==> src/sgga_pkg.sv <==
// Shared types and constants of the softmax gradient Gram accumulator.
// Holds the command codes, register indexes, fixed widths and the controller/datapath structs.
// No dependencies.
package sgga_pkg;

	localparam int ENTRY_W = 48;
	localparam int PROB_W  = 16;
	localparam int FEAT_W  = 16;
	localparam int VALUE_W = 17;
	localparam int H_W     = 17;
	localparam int PROD_W  = 34;
	localparam int XX_W    = 32;
	localparam int WORD_W  = ENTRY_W + 1;
	localparam int CFG_W   = 5;

	localparam logic [2:0] FUNC_LOAD_PROB = 3'd0;
	localparam logic [2:0] FUNC_LOAD_FEAT = 3'd1;
	localparam logic [2:0] FUNC_ACCUM     = 3'd2;
	localparam logic [2:0] FUNC_READ      = 3'd3;
	localparam logic [2:0] FUNC_CLEAR     = 3'd4;

	localparam logic CFG_NUM_LABELS = 1'b0;
	localparam logic CFG_NUM_DIMS   = 1'b1;

	localparam logic [3:0] NUM_LABELS_RST = 4'd8;
	localparam logic [4:0] NUM_DIMS_RST   = 5'd16;

	localparam logic [PROB_W-1:0] PROB_ONE = 16'h8000;
	localparam logic [FEAT_W-1:0] FEAT_MAX = 16'h7FFF;

	localparam logic signed [ENTRY_W-1:0] ENTRY_MAX = 48'sh7FFF_FFFF_FFFF;
	localparam logic signed [ENTRY_W-1:0] ENTRY_MIN = 48'sh8000_0000_0000;

	typedef struct packed {
		logic load_prob;
		logic load_feat;
		logic take_read;
		logic clr_wr;
		logic latch_pp;
		logic latch_pq;
		logic sum_clear;
		logic sum_en;
		logic k_is_p;
		logic k_is_q;
		logic s_round;
		logic latch_xi;
		logic upd_issue;
		logic rd_issue;
		logic out_load;
	} cmd_t;

	typedef struct packed {
		logic out_free;
	} status_t;

endpackage

==> src/sgga_ctrl.sv <==
// Controller: accepts items, sequences the clearing sweep, the accumulate loops and reads.
// Depends on sgga_pkg.
module sgga_ctrl #(
	parameter int MAX_LABELS = 8,
	parameter int MAX_DIMS   = 16,
	parameter int LW         = 3,
	parameter int DW         = 4,
	parameter int RW         = 7,
	parameter int AW         = 14
) (
	input  logic              clk,
	input  logic              arst_n,
	input  logic              in_valid,
	output logic              in_stall,
	input  logic [2:0]        func,
	input  logic [LW-1:0]     labs_m1,
	input  logic [DW-1:0]     dims_m1,
	input  sgga_pkg::status_t status,
	output sgga_pkg::cmd_t    cmd,
	output logic [LW-1:0]     sel_lbl,
	output logic [DW-1:0]     sel_dim,
	output logic [RW-1:0]     row_idx,
	output logic [RW-1:0]     col_idx,
	output logic [AW-1:0]     clr_addr
);

	localparam int DEPTH = MAX_LABELS * MAX_DIMS * MAX_LABELS * MAX_DIMS;

	typedef enum logic [11:0] {
		S_IDLE   = 12'b0000_0000_0001,
		S_CLEAR  = 12'b0000_0000_0010,
		S_PREP_P = 12'b0000_0000_0100,
		S_PREP_Q = 12'b0000_0000_1000,
		S_HSUM   = 12'b0000_0001_0000,
		S_HWAIT  = 12'b0000_0010_0000,
		S_SROUND = 12'b0000_0100_0000,
		S_LOADX  = 12'b0000_1000_0000,
		S_UPD    = 12'b0001_0000_0000,
		S_DRAIN  = 12'b0010_0000_0000,
		S_RISSUE = 12'b0100_0000_0000,
		S_RDATA  = 12'b1000_0000_0000
	} state_t;

	state_t state_q;
	logic [LW-1:0] p_q;
	logic [LW-1:0] q_q;
	logic [LW-1:0] k_q;
	logic [DW-1:0] i_q;
	logic [DW-1:0] j_q;
	logic [RW-1:0] pbase_q;
	logic [RW-1:0] qbase_q;
	logic [AW-1:0] clr_q;
	logic wcnt_q;
	logic accept;
	logic [RW-1:0] dims_r;

	assign in_stall = (state_q != S_IDLE);
	assign accept   = in_valid && !in_stall;
	assign dims_r   = RW'(dims_m1) + RW'(1);

	always_ff @(posedge clk or negedge arst_n) begin
		if (!arst_n) begin
			state_q <= S_CLEAR;
			p_q     <= '0;
			q_q     <= '0;
			k_q     <= '0;
			i_q     <= '0;
			j_q     <= '0;
			pbase_q <= '0;
			qbase_q <= '0;
			clr_q   <= '0;
			wcnt_q  <= 1'b0;
		end else begin
			case (state_q)
				S_IDLE: begin
					if (accept) begin
						case (func)
							sgga_pkg::FUNC_ACCUM: begin
								state_q <= S_PREP_P;
								p_q     <= '0;
								q_q     <= '0;
								pbase_q <= '0;
								qbase_q <= '0;
							end
							sgga_pkg::FUNC_READ: state_q <= S_RISSUE;
							sgga_pkg::FUNC_CLEAR: begin
								state_q <= S_CLEAR;
								clr_q   <= '0;
							end
							default: ;
						endcase
					end
				end
				S_CLEAR: begin
					if (clr_q == AW'(DEPTH - 1)) begin
						state_q <= S_IDLE;
					end else begin
						clr_q <= clr_q + AW'(1);
					end
				end
				S_PREP_P: state_q <= S_PREP_Q;
				S_PREP_Q: begin
					state_q <= S_HSUM;
					k_q     <= '0;
				end
				S_HSUM: begin
					if (k_q == labs_m1) begin
						state_q <= S_HWAIT;
						wcnt_q  <= 1'b0;
					end else begin
						k_q <= k_q + LW'(1);
					end
				end
				S_HWAIT: begin
					wcnt_q <= 1'b1;
					if (wcnt_q) begin
						state_q <= S_SROUND;
					end
				end
				S_SROUND: begin
					state_q <= S_LOADX;
					i_q     <= '0;
				end
				S_LOADX: begin
					state_q <= S_UPD;
					j_q     <= '0;
				end
				S_UPD: begin
					if (j_q != dims_m1) begin
						j_q <= j_q + DW'(1);
					end else if (i_q != dims_m1) begin
						i_q     <= i_q + DW'(1);
						state_q <= S_LOADX;
					end else if (q_q != labs_m1) begin
						q_q     <= q_q + LW'(1);
						qbase_q <= qbase_q + dims_r;
						state_q <= S_PREP_P;
					end else if (p_q != labs_m1) begin
						q_q     <= '0;
						qbase_q <= '0;
						p_q     <= p_q + LW'(1);
						pbase_q <= pbase_q + dims_r;
						state_q <= S_PREP_P;
					end else begin
						state_q <= S_DRAIN;
						wcnt_q  <= 1'b0;
					end
				end
				S_DRAIN: begin
					wcnt_q <= 1'b1;
					if (wcnt_q) begin
						state_q <= S_IDLE;
					end
				end
				S_RISSUE: state_q <= S_RDATA;
				S_RDATA: begin
					if (status.out_free) begin
						state_q <= S_IDLE;
					end
				end
				default: state_q <= S_IDLE;
			endcase
		end
	end

	always_comb begin
		cmd           = '0;
		sel_lbl       = k_q;
		sel_dim       = j_q;
		cmd.load_prob = accept && (func == sgga_pkg::FUNC_LOAD_PROB);
		cmd.load_feat = accept && (func == sgga_pkg::FUNC_LOAD_FEAT);
		cmd.take_read = accept && (func == sgga_pkg::FUNC_READ);
		case (state_q)
			S_CLEAR:  cmd.clr_wr = 1'b1;
			S_PREP_P: begin
				sel_lbl      = p_q;
				cmd.latch_pp = 1'b1;
			end
			S_PREP_Q: begin
				sel_lbl       = q_q;
				cmd.latch_pq  = 1'b1;
				cmd.sum_clear = 1'b1;
			end
			S_HSUM: begin
				cmd.sum_en = 1'b1;
				cmd.k_is_p = (k_q == p_q);
				cmd.k_is_q = (k_q == q_q);
			end
			S_SROUND: cmd.s_round = 1'b1;
			S_LOADX: begin
				sel_dim      = i_q;
				cmd.latch_xi = 1'b1;
			end
			S_UPD:    cmd.upd_issue = 1'b1;
			S_RISSUE: cmd.rd_issue = 1'b1;
			S_RDATA:  cmd.out_load = status.out_free;
			default: ;
		endcase
	end

	assign row_idx  = pbase_q + RW'(i_q);
	assign col_idx  = qbase_q + RW'(j_q);
	assign clr_addr = clr_q;

`ifndef NO_ASSERTIONS
	a_ram_users: assert property (@(posedge clk) disable iff (!arst_n)
		$onehot0({cmd.clr_wr, cmd.upd_issue, cmd.rd_issue}))
		else $error("more than one store access issued");
	a_accum_start: assert property (@(posedge clk) disable iff (!arst_n)
		(accept && func == sgga_pkg::FUNC_ACCUM) |=> (state_q == S_PREP_P && p_q == '0))
		else $error("accumulate did not start at the first pair");
	a_k_bound: assert property (@(posedge clk) disable iff (!arst_n)
		(state_q == S_HSUM) |-> (k_q <= labs_m1))
		else $error("class loop ran past the used labels");
`endif

endmodule

==> config.mk <==
export PLATFORM = sky130hd
export DESIGN_NAME = sgga_ctrl
export DESIGN_NICKNAME = d
export VERILOG_FILES = /design/src/sgga_pkg.sv /design/src/sgga_ctrl.sv
export SDC_FILE = /design/constraint.sdc
export NUM_CORES = 1
export LEC_CHECK = 0
export ABC_AREA = 0
export BUFFER_PORTS_ARGS = -buffer_cell sky130_fd_sc_hd__buf_4
export CORE_MARGIN = 2
export CORE_UTILIZATION = 52
export DETAILED_ROUTE_END_ITERATION = 8
export PLACE_DENSITY = 0.77
export SYNTH_ARGS = -nofsm -noshare
export SYNTH_HDL_FRONTEND = slang
export SYNTH_SLANG_ARGS = --single-unit
export TNS_END_PERCENT = 20
==> constraint.sdc <==
create_clock -name clk -period 1.9 [get_ports clk]
set_clock_uncertainty 0.05 [all_clocks]
set_input_delay 0.095 -clock clk [delete_from_list [all_inputs] [get_ports clk]]
set_output_delay 0.095 -clock clk [all_outputs]
set_load 0.01 [all_outputs]
==> results of run 1 <==
[area by class of cell]
| type | instances | area [um2] | area share (%) |
|---|---|---|---|
| Inverter | 29 | 121 | 1.80 |
| Timing Repair Buffer | 209 | 1710 | 25.4 |
| Sequential cell | 58 | 1460 | 21.7 |
| Multi-Input combinational cell | 378 | 3110 | 46.2 |
| Clock inverter | 3 | 40.0 | 0.595 |
| Clock buffer | 12 | 155 | 2.30 |
| Tap cell | 105 | 131 | 1.95 |
[cell usage after synthesis, drive strengths merged, types with 2 or more instances]
| cell | number |
|---|---|
| nand2b | 5 |
| a21boi | 2 |
| fa | 4 |
| clkbuf | 7 |
| xnor2 | 32 |
| nor4b | 5 |
| ha | 25 |
| nor2 | 39 |
| nand3 | 15 |
| nor2b | 9 |
| nand4b | 2 |
| nand4 | 10 |
| o31ai | 2 |
| a21oi | 16 |
| and3 | 9 |
| and4 | 4 |
| mux2i | 3 |
| a211oi | 2 |
| or3 | 6 |
| o22ai | 6 |
| o22a | 2 |
| xor2 | 24 |
| inv | 29 |
| nand3b | 2 |
| nor3b | 3 |
| nor4 | 10 |
| o21ai | 40 |
| mux2 | 3 |
| nand2 | 58 |
| o41ai | 2 |
| buf | 8 |
| o21a | 4 |
| dfrtp | 57 |
| a21o | 7 |
| and2 | 3 |
| nor3 | 12 |
[power by group through the flow]
stage	sequential (mW)	combinational, mW	clock [mW]
final	1.65	3.63	1.18
after floorplan	1.79	1.24	0
after global placement	1.64	2.67	0
after global routing	1.67	3.82	1.24
after CTS	1.63	3.18	1.17
after detailed placement	1.66	2.74	0
[flip-flops by register name, indices dropped and copies added, names as in the netlist]
signal and count:
qbase_q 7, p_q 3, k_q 3, pbase_q 7, j_q 4, clr_addr 14
i_q 4, q_q 3, wcnt_q 1, state_q 12
[per-layer routing]
metal | vias to the layer above | global-route usage [%]
met5 | - | 0
met1 | 2324 | 40.3
met4 | 0 | 11.5
li1 | 2098 | -
met3 | 92 | 5.11
met2 | 273 | 55.7
[worst min path at each step]
stage	startpoint	endpoint	slack (ns)	cells after the start
3_3_place_gp	arst_n	k_q[2]$_DFFE_PN0P_	0.17	1
4_1_cts	in_valid	state_q[1]$_DFFE_PN1P_	0.03	3
6_report	in_valid	state_q[1]$_DFFE_PN1P_	0.04	3
3_5_place_dp	arst_n	k_q[2]$_DFFE_PN0P_	0.17	1
5_1_grt	in_valid	state_q[1]$_DFFE_PN1P_	0.05	3
2_1_floorplan	arst_n	clr_addr[0]$_DFFE_PN0P_	-0.25	0
[timing repair]
action	CTS	global route
endpoints found under the setup margin	80	89
pin swaps	56	29
hold buffers	3	0
resized for setup	99	64
setup buffers	19	11
endpoints found under the hold margin	58	0
gates cloned	0	0
[worst min-delay path: cells and delay by family]
family,cells,cell delay (ns)
and+or+nand+nor,2,0.19
buffers and inverters,1,0.14
[logic make-up after synthesis]
family / share of synthesized area [%]
AND/OR/NAND/NOR: 25.6
AO/OA/AOI/OAI: 13.6
flip-flops: 34.0
XOR/XNOR: 11.5
buffers and inverters: 4.63
adder cells (fa/ha/maj): 9.20
multiplexers: 1.49
[per-stage QoR]
stage / hold WS, ns / setup slack [ns] / util, % / power, mW
detailed placement: 0.166 / -0.286 / 69.8 / 4.40
floorplan: -0.251 / -0.109 / - / 3.03
global placement: 0.169 / -0.226 / 69.8 / 4.31
finish: 0.0414 / -0.498 / 83.2 / 6.47
CTS: 0.0324 / -0.321 / 78.8 / 5.98
global route: 0.0541 / -0.574 / 83.2 / 6.73
==> results.sh, run 1 <==
export IMPL_outcome="finished with violations"
export IMPL_violations="negative setup slack"
export IMPL_gp_routability_congestion=0.874
export IMPL_postSynthCellCount=480
export IMPL_reg2reg_slack_ns=-0.50
export IMPL_yosysUniqueCellTypes=65
export IMPL_num_rows=33
export IMPL_reg2regPathDepth=10
export IMPL_rr_startpoint="state_q[6]$_DFFE_PN0P_"
export IMPL_vias=4787
export IMPL_placed_area_um2=5650
export IMPL_clock_latency_ns=0.35
export IMPL_slowest_delay_ns=0.43
export IMPL_clockBufferDepth=2
export IMPL_cp_num_cells=10
export IMPL_crit_arrival_ns=2.62
export IMPL_yosysTopAreaCellShare_pct=33.4
export IMPL_min_period_ns=2.40
export IMPL_antenna_found_initial=0
export IMPL_slowest_stage="dfrtp_2"
export IMPL_timing_fmax_mhz=417
export IMPL_finalMaxSlewViolations=0
export IMPL_cts_htree_levels=3
export IMPL_synth_area_um2=4270
export IMPL_crit_fanout=6
export IMPL_final_cell_mix="buf_4 (172), dfrtp_1 (50), nand2_1 (44)"
export IMPL_drt_pass1_iterations=8
export IMPL_die_h_um=94.6
export IMPL_top_layer="met4"
export IMPL_setup_ws_ns=-0.498
export IMPL_p_per_area_nw_per_um2=960
export IMPL_via_per_inst=6.03
export IMPL_antenna_left=0
export IMPL_crit_start="state_q[6]$_DFFE_PN0P_"
export IMPL_ios=65
export IMPL_avgSynthCellArea_um2=8.89
export IMPL_worst_slew_pin_slew_ns=0.774
export IMPL_swShare_pct=38.6
export IMPL_die_width_um=94.6
export IMPL_intPower_mw=3.97
export IMPL_maxSlewHeadroom_pct=48.4
export IMPL_hp_class="in2reg"
export IMPL_antenna_cells=0
export IMPL_grt_max_degree=59
export IMPL_comb_power_share_pct=56.2
export IMPL_nFillCells=423
export IMPL_crit_path_end="qbase_q[6]$_DFFE_PN0P_"
export IMPL_yosysSeqAreaShare_pct=34.0
export IMPL_area_growth_pct=57.7
export IMPL_cp_common_cell="buf_4"
export IMPL_power_share_clock_pct=18.3
export IMPL_cts_tree="built"
export IMPL_r2r_end="qbase_q[6]$_DFFE_PN0P_"
export IMPL_p_sw_mw=2.50
export IMPL_critical_path_required_ns=2.12
export IMPL_critical_path_top_delay_family="simple AND/OR/NAND/NOR gates"
export IMPL_synthTopCellsByArea="dfrtp_1 (33%), ha_1 (7.3%), xnor2_1 (6.6%)"
export IMPL_power_frac_seq_pct=25.5
export IMPL_fin_nets=728
export IMPL_synth_edf_count=0
export IMPL_synth_ff_latch_count=58
export IMPL_yosys_warnings=0
export IMPL_worstSetupPathType="reg2reg"
export IMPL_start_kind="flop"
export IMPL_cp_cell_sequence="nor4_4 -> buf_4 -> buf_4 -> nand4_1 -> buf_4 -> buf_4 -> nand2b_1 -> o2111ai_4 -> o21ai_0 -> a21oi_2"
export IMPL_wl_met1_mm=6.21
export IMPL_crit_buf_inv=4
export IMPL_overflow=0
export IMPL_cts_root_buffer="clkbuf_8"
export IMPL_wirelength_mm=16.1
export IMPL_hold_viol_final=0
export IMPL_drv_cap=0
export IMPL_synth_top_cell_by_area="dfrtp_1"
export IMPL_ys_flop_type="dfrtp_1"
export IMPL_grt_pass1_vias=4496
export IMPL_final_area_um2=6730
export IMPL_clk_pin_slew_worst_paths_ns=0.07
export IMPL_cp_end_kind="flop"
export IMPL_stdcell_count=794
export IMPL_place_inst=746
export IMPL_drive_above_1_share_pct=47.9
export IMPL_dieArea_um2=8950
export IMPL_initial_utilization_pct=52.8
export IMPL_synth_net_count=523
export IMPL_hpwlAfterDp_mm=9.26
export IMPL_setup_viol=84
export IMPL_p_leak_nw=3.29
export IMPL_tns_ns=-22.50
export IMPL_drt_initial_drc_count=428
export IMPL_grt_pass1_wl_mm=22.2
export IMPL_core_um2=8090
export IMPL_wl_per_cell_um=20.3
export IMPL_async_flop_share_pct=100
export IMPL_rsz0062_at_grt="yes"
export IMPL_io_buffers=64
export IMPL_numCtsBuffers=9
export IMPL_final_common_cell="buf_4"
export IMPL_wl_met3_mm=1.04
export IMPL_period_share_pct=126
export IMPL_route_detailed_drc=0
export IMPL_route_met2_wl_mm=8.00
export IMPL_grt_use_total_pct=32.1
export IMPL_vdd_drop_max_v=0.000539
export IMPL_clkSinkCount=58
Power figures use the tool's default switching activity.
==> inputs of run 2 (changes only) <==
--- a/config.mk
+++ b/config.mk
@@ -8,9 +8,9 @@
 export ABC_AREA = 0
 export BUFFER_PORTS_ARGS = -buffer_cell sky130_fd_sc_hd__buf_4
 export CORE_MARGIN = 2
-export CORE_UTILIZATION = 52
+export CORE_UTILIZATION = 58
 export DETAILED_ROUTE_END_ITERATION = 8
-export PLACE_DENSITY = 0.77
+export PLACE_DENSITY = 0.81
 export SYNTH_ARGS = -nofsm -noshare
 export SYNTH_HDL_FRONTEND = slang
 export SYNTH_SLANG_ARGS = --single-unit
==> constraint.sdc (replaced) <==
create_clock -name clk -period 2.5 [get_ports clk]
set_clock_uncertainty 0.05 [all_clocks]
set_input_delay 0.125 -clock clk [delete_from_list [all_inputs] [get_ports clk]]
set_output_delay 0.125 -clock clk [all_outputs]
set_load 0.01 [all_outputs]
==> results.sh, run 2 (same netlist as run 1, synthesis figures left out) <==
export IMPL_outcome="finished clean"
export IMPL_crit_buf_inv=1
export IMPL_worst_slew_pin_slew_ns=0.741
export IMPL_wirelength_mm=10.6
export IMPL_gp_routability_congestion=0.866
export IMPL_numCtsBuffers=9
export IMPL_rsz0062_at_grt="yes"
export IMPL_final_common_cell="buf_4"
export IMPL_route_met2_wl_mm=5.20
export IMPL_via_per_inst=5.75
export IMPL_cp_cell_sequence="nor4_4 -> and3_1 -> nand2_1 -> o22a_1 -> o22ai_1 -> a21oi_1 -> buf_4"
export IMPL_dieArea_um2=8060
export IMPL_clkSinkCount=58
export IMPL_core_um2=7180
export IMPL_antenna_cells=0
export IMPL_clockBufferDepth=2
export IMPL_drt_initial_drc_count=216
export IMPL_final_cell_mix="buf_4 (81), nand2_1 (58), dfrtp_1 (54)"
export IMPL_maxSlewHeadroom_pct=50.6
export IMPL_critical_path_required_ns=2.33
export IMPL_place_inst=642
export IMPL_timing_fmax_mhz=421
export IMPL_hp_class="in2reg"
export IMPL_io_buffers=64
export IMPL_grt_pass1_wl_mm=17.9
export IMPL_cts_htree_levels=3
export IMPL_tns_ns=0
export IMPL_crit_arrival_ns=2.20
export IMPL_antenna_found_initial=0
export IMPL_grt_use_total_pct=27.2
export IMPL_setup_ws_ns=0.125
export IMPL_route_detailed_drc=0
export IMPL_worstSetupPathType="reg2out"
export IMPL_start_kind="flop"
export IMPL_overflow=0
export IMPL_clock_latency_ns=0.34
export IMPL_cts_tree="built"
export IMPL_whs_ns=0.0161
export IMPL_drv_cap=0
export IMPL_antenna_left=0
export IMPL_slowest_stage="dfrtp_1"
export IMPL_cts_root_buffer="clkbuf_8"
export IMPL_largest_reg_flops=14
export IMPL_die_width_um=89.8
export IMPL_grt_pass1_vias=3810
export IMPL_drive_above_1_share_pct=22.9
export IMPL_hpwlAfterDp_mm=7.88
export IMPL_setup_viol=0
export IMPL_worstHoldStart="func[1]"
export IMPL_hold_viol_final=0
export IMPL_crit_start="state_q[0]$_DFFE_PN0P_"
export IMPL_initial_utilization_pct=59.5
export IMPL_placed_area_um2=4890
export IMPL_fin_nets=601
export IMPL_rr_startpoint="q_q[0]$_DFFE_PN0P_"
export IMPL_final_area_um2=5220
export IMPL_vias=3807
export IMPL_p_per_area_nw_per_um2=765
export IMPL_finalMaxSlewViolations=0
export IMPL_min_period_ns=2.38
export IMPL_cp_end_kind="primary output"
export IMPL_wl_met1_mm=4.51
export IMPL_period_share_pct=95.0
export IMPL_wl_met3_um=563
export IMPL_ios=65
export IMPL_stdcell_count=662
export IMPL_wl_per_cell_um=16.0
export IMPL_vdd_drop_max_v=0.000510
export IMPL_area_growth_pct=22.3
export IMPL_clk_pin_slew_worst_paths_ns=0.06
export IMPL_num_rows=31
export IMPL_p_leak_nw=2.49
export IMPL_slowest_delay_ns=0.45
export IMPL_top_layer="met4"
export IMPL_crit_fanout=5
export IMPL_critical_path_top_delay_family="simple AND/OR/NAND/NOR gates"
export IMPL_grt_max_degree=59
export IMPL_die_h_um=89.8
export IMPL_pre_cts_slack_ns=0.102
export IMPL_drt_pass1_iterations=5
==> run 2: cell types whose count changed in the layout (fill, tap and decap cells not counted), moves of 6 or more <==
cell | before | now
nor2_2 | 6 | 0
nand2_1 | 44 | 58
buf_4 | 172 | 81
o21ai_1 | 25 | 14
o21ai_0 | 11 | 25
nor2_1 | 30 | 38
nor3_1 | 4 | 10
nand2_2 | 9 | 0
buf_6 | 32 | 0
==> run 2: report_power, final <==
part	internal [mW]	switching [mW]
Clock	0.717	0.392
Sequential	1.11	0.229
Combinational	0.736	0.809
Total	2.56	1.43
==> run 2: through the flow <==
step	power [mW]	utilization, %
2_1_floorplan	2.29	-
3_3_place_gp	2.82	68.2
3_5_place_dp	2.85	68.2
4_1_cts	3.98	71.8
5_1_grt	4.25	72.7
6_report	3.99	72.7
==> run 2: path summary, 6_finish.rpt <==
kind / end / slack, ns / cells after the start
setup / recovery: sel_lbl[1] / 0.12 / 7
hold / removal: state_q[10]$_DFFE_PN0P_ / 0.02 / 3
setup reg to reg: pbase_q[2]$_DFFE_PN0P_ / 0.13 / 5
hold reg to reg: pbase_q[6]$_DFFE_PN0P_ / 0.48 / 1
max in group asynchronous: state_q[5]$_DFFE_PN0P_ / 1.54 / 2
min in group asynchronous: i_q[2]$_DFFE_PN0P_ / 0.34 / 2
==> run 2: area by class of cell <==
type / count / area, um2
Timing Repair Buffer: 82 / 618
Multi-Input combinational cell: 378 / 2660
Tap cell: 99 / 124
Sequential cell: 58 / 1460
Inverter: 29 / 111
Clock buffer: 12 / 155
Fill cell: 538 / 1960
Clock inverter: 4 / 97.6
==> run 2: per-layer routing <==
layer	GRT usage, %	vias to the layer above
met2	44.9	107
met1	34.2	1827
li1	-	1842
met4	10.6	0
met3	7.38	31
met5	0	-
==> run 2: timing repair <==
item | CTS | global route
hold buffers | 1 | 0
hold endpoints to repair | 57 | 0
setup buffers | 0 | 3
gates resized for setup | 0 | 13
setup endpoints to repair | 0 | 19
==> run 2: worst register-to-register path: stages (launching register included) <==
cell and delay [ns]:
dfrtp_1 0.46, xor2_1 0.18, nor3_2 0.43, nor4b_2 0.50, o21ai_4 0.21, o41ai_1 0.42
